## src/sv/msk_pkg.sv

```systemverilog
// ----------------------------------------------------------------------------
// Min-tracking stack package
// Shared types and constants for the min-tracking stack and its cells.
// ----------------------------------------------------------------------------
package msk_pkg;

    localparam int DEPTH_DEF      = 1024;
    localparam int DATA_WIDTH_DEF = 32;

    typedef enum logic [1:0] {
        OP_PUSH  = 2'd0,
        OP_POP   = 2'd1,
        OP_QUERY = 2'd2
    } op_t;

    typedef enum logic [1:0] {
        ST_OK    = 2'd0,
        ST_EMPTY = 2'd1,
        ST_FULL  = 2'd2
    } status_t;

    typedef struct packed {
        logic push;
        logic pop;
    } cell_ctrl_t;

endpackage

```

## src/sv/msk_cell.sv

```systemverilog
// ----------------------------------------------------------------------------
// Min-tracking stack cell
// One stack entry; shifts down from its upper neighbor on a push and up from
// its lower neighbor on a pop.
// ----------------------------------------------------------------------------
module msk_cell
    import msk_pkg::*;
#(
    parameter int DATA_WIDTH = DATA_WIDTH_DEF
)
(
    input  logic                  clk,
    input  cell_ctrl_t            ctrl,
    input  logic [DATA_WIDTH-1:0] upper_data,
    input  logic [DATA_WIDTH-1:0] lower_data,
    output logic [DATA_WIDTH-1:0] data
);

    logic [DATA_WIDTH-1:0] data_reg;

    always_ff @(posedge clk)
    begin
        if (ctrl.push)
        begin
            data_reg <= upper_data;
        end
        else if (ctrl.pop)
        begin
            data_reg <= lower_data;
        end
    end

    assign data = data_reg;

endmodule

```

## config.mk

```make
export PLATFORM = sky130hd
export DESIGN_NAME = msk_cell
export DESIGN_NICKNAME = d
export VERILOG_FILES = /design/src/sv/msk_pkg.sv /design/src/sv/msk_cell.sv
export SDC_FILE = /design/constraint.sdc
export NUM_CORES = 1
export LEC_CHECK = 0
export BUFFER_PORTS_ARGS = -buffer_cell sky130_fd_sc_hd__clkbuf_2
export CORE_MARGIN = 5
export CORE_UTILIZATION = 35
export CTS_CLUSTER_DIAMETER = 120
export CTS_CLUSTER_SIZE = 25
export DETAILED_ROUTE_END_ITERATION = 7
export PLACE_DENSITY = 0.71
export SETUP_SLACK_MARGIN = 0.4
export SLEW_MARGIN = 20
export SYNTH_ARGS = -nofsm -noshare
export SYNTH_HDL_FRONTEND = slang
export SYNTH_SLANG_ARGS = --single-unit
```

## constraint.sdc

```tcl
create_clock -name clk -period 1.37 [get_ports clk]
set_input_delay 0.0685 -clock clk [delete_from_list [all_inputs] [get_ports clk]]
set_output_delay 0.0685 -clock clk [all_outputs]
set_load 0.01 [all_outputs]
```

Yosys cells after proc, flatten, opt, wreduce, memory -nomap -nowiden
Index checks and enable logic that the tools add are counted.
- register bits: 32
- input port bits: 67
- output and inout port bits: 32
- muxes and demuxes: 2
- reductions and logical operators: 1
- operators by type and width (kind ; count):
    $mux 32 ; 2
    $reduce_bool 2->1 ; 1

Depth between registers and ports, before layout
- word-level depth: 2
- mapped depth: 3
- mapped depth without buffers: 1

Worst setup path after synthesis
OpenSTA, ideal clock, no wires.
- path type: in2reg
- start point: input port ctrl[1] (netlist name)
- end point: register data_reg[0] (netlist: data[0]), enable pin
- setup time: 390 ps
- data arrival time: 1091 ps
- setup slack: -111 ps
- cell stages on the path: 3
- cells stage by stage: buf_6 -> buf_12 -> or2_1
- longest elaborated chain between the ends: 1
- ends and longest elaborated chain (element ; line ; text):
    start, declared ; msk_cell.sv:13 ; input cell_ctrl_t ctrl,
    $reduce_bool 2->1 (no line) ; - ;
    end signal, assigned ; msk_cell.sv:25 ; data_reg <= upper_data;
    end signal, assigned ; msk_cell.sv:29 ; data_reg <= lower_data;
    end, declared ; msk_cell.sv:19 ; logic [DATA_WIDTH-1:0] data_reg;
Every way passes these cells.
A chain may end at the register's enable or synchronous reset.

Final worst setup path
- start point: register data_reg[30] (netlist: data[30])
- end point: output port data[30]
- RTL lines (element ; line ; text):
    end, declared ; msk_cell.sv:16 ; output logic [DATA_WIDTH-1:0] data
No word-level cell between the ends.

==> impl_metrics.json <==
{
  "status": "finished, final reports clean",
  "netlist.top_cell.by_area": "sky130_fd_sc_hd__edfxtp_1",
  "largest_reg_flops": 32,
  "clkTransAtPathRegs_ns": 0.07,
  "max_slew.worst_pin.slew_ns": 0.454,
  "post-route-util_pct": 52.1,
  "timing.critical_path.arrival_ns": 0.80,
  "path_max_fanout": 1,
  "slew-limit-headroom_pct": 69.7,
  "die_area_mm2": 0.00572,
  "grt_first_pass_wirelength_um": 4980,
  "synth.yosys.seq_area_share_pct": 63.7,
  "netlist.area_leader.share_pct": 63.7,
  "timing_max_transition_violations_final": 0,
  "number_of_buffers_on_the_longest_clock_path": 2,
  "rsz_0062_raised_after_global_routing": "false",
  "synthCells": 69,
  "finalNonFillerCells": 223,
  "timing.critical_path.slowest_cell_delay_ns": 0.38,
  "wl_um": 3470,
  "power_density_mw_per_mm2": 1190,
  "diodes": 0,
  "post_synth_and_or_nand_nor_area_fraction_pct": 0.415,
  "synth.area.mux_share_pct": 31.1,
  "cap_violations": 0,
  "p_leak_nw": 1.06,
  "globalRoute.totalOverflow": 0,
  "timing.final.crit_period_ns": 0.864,
  "die_width_um": 75.6,
  "area.growth.synth_to_final_pct": 41.1,
  "synth.avg_cell_area_um2": 21.9,
  "ys_top_cells_by_area": "sky130_fd_sc_hd__edfxtp_1, sky130_fd_sc_hd__mux2_4, sky130_fd_sc_hd__buf_12",
  "core_area_mm2": 0.00409,
  "post_place_cells": 215,
  "final_layout_worst_hold_slack_ns": 0.0930,
  "post_cts_buffers": 0,
  "cts-buffers-inserted": 5,
  "finalHoldViolations": 0,
  "netlist-cell-type-count": 6,
  "post_route_cells_drive_above_1_share_pct": 80.9,
  "place.gp.congestion": 0.728,
  "route.detailed.drc": 0,
  "nets": 239,
  "critical_path.cell_chain": "clkbuf_2",
  "first_global_vias": 1076,
  "holdBufCountCts": 0,
  "drtAntennaViolNets": 0,
  "routed_via_density": 4.44,
  "clockRootBuffer": "sky130_fd_sc_hd__clkbuf_8",
  "worst_path_dominant_cell_family": "flip-flops",
  "fp.dieH_um": 75.6,
  "post_cts_resize_count": 0,
  "worstSetupStartpointType": "register",
  "dp_hpwl_um": 2740,
  "dr_total_vias": 990,
  "post_synth_instance_area_mm2": 0.00151,
  "cts.sinks": 32,
  "antenna_found_initial": 0,
  "synthesis.nets": 136,
  "floorplan.io_pins": 99,
  "irDropWorstVdd_mv": 0.504,
  "synth.ff_latch_count": 32,
  "wire_per_inst_um": 15.6,
  "synth-xor-area-share_pct": 0,
  "setup_tns_ns": 0,
  "ys.warnings.count": 0,
  "main_combinational_cell_family_by_area_after_synthesis": "multiplexers",
  "cts_tree": "done",
  "groute.usage.overall_pct": 12.2,
  "fmaxAchievable_mhz": 1160,
  "cp_slowest_cell": "sky130_fd_sc_hd__edfxtp_1",
  "row_count": 23,
  "synthAdderAreaFrac_pct": 0,
  "report.final.setup_viol": 0,
  "layout_worst_path_cycle_share_pct": 63.1,
  "setup.worst_path.end_class": "output pin",
  "port_buffers": 98,
  "critPathKind": "register to output pin",
  "cp_num_buf_inv": 1,
  "floorplan.initialDensity_pct": 36.9,
  "grt_start_max_net_pins": 33,
  "dr.first_iter.drc_count": 43,
  "holdCritPathClass": "input port to register",
  "totalPowerFinal_mw": 2.53,
  "critPathRequiredTime_ns": 1.30,
  "synth-compound-area-share_pct": 0,
  "ctsHtreeMaxLevel": 2,
  "drt-pass1-iter-count": 4
}
path summary, 6_finish.rpt:
kind,startpoint,slack [ns],cells after the start,to
worst min-delay path,lower_data[21],0.09,2,data[21]
worst max-delay path,data[30],0.51,1,data[30]
metrics by stage:
| step | area (um^2) | worst slack, ns |
|---|---|---|
| 2_1_floorplan | 1520 | 0.402 |
| 3_3_place_gp | 2020 | 0.323 |
| 3_5_place_dp | 2020 | 0.290 |
| 4_1_cts | 2130 | 0.482 |
| 5_1_grt | 2130 | 0.447 |
| 6_report | 2130 | 0.506 |
cell usage after synthesis:
| cell | number |
|---|---|
| sky130_fd_sc_hd__or2_1 | 1 |
| sky130_fd_sc_hd__edfxtp_1 | 32 |
| sky130_fd_sc_hd__buf_12 | 3 |
| sky130_fd_sc_hd__buf_6 | 1 |
| sky130_fd_sc_hd__mux2_2 | 3 |
| sky130_fd_sc_hd__mux2_4 | 29 |
routing by layer:
layer  vias up  global-route usage, %  part of all wire (%)
met5         -                      0                     0
met4         0                   4.66                  0.98
met3         2                   4.35                   9.6
met2        57                   23.8                    53
met1       457                   11.3                    36
li1        474                      -                     -
kinds of logic (layout without fill, tap and decap cells):
logic type / Yosys count / after routing
simple gates: 1 / 1
mux: 32 / 32
buf+inv: 4 / 108
flops: 32 / 32
where the power goes:
part | internal, mW | switching [mW] | leakage (nW)
Combinational | 0.247 | 0.187 | 0.674
Clock | 0.539 | 0.324 | 0.0552
Sequential | 1.20 | 0.0279 | 0.326
layout make-up:
type	instances	area (um^2)
Multi-Input combinational cell	33	478
Fill cell	366	1960
Clock buffer	6	72.6
Sequential cell	32	961
Clock inverter	2	35.0
Timing Repair Buffer	100	518
Tap cell	50	62.6
placed cells by master, fill, tap and decap left out:
master | Yosys | layout
sky130_fd_sc_hd__clkbuf_2 | 0 | 98
sky130_fd_sc_hd__clkbuf_1 | 0 | 1
sky130_fd_sc_hd__mux2_4 | 29 | 29
sky130_fd_sc_hd__buf_12 | 3 | 1
sky130_fd_sc_hd__bufinv_16 | 0 | 1
sky130_fd_sc_hd__mux2_2 | 3 | 3
sky130_fd_sc_hd__or2_4 | 0 | 1
sky130_fd_sc_hd__edfxtp_1 | 32 | 32
sky130_fd_sc_hd__clkinv_2 | 0 | 1
sky130_fd_sc_hd__buf_4 | 0 | 1
sky130_fd_sc_hd__clkbuf_8 | 0 | 5
No activity file was read; power rests on OpenSTA's default activity.
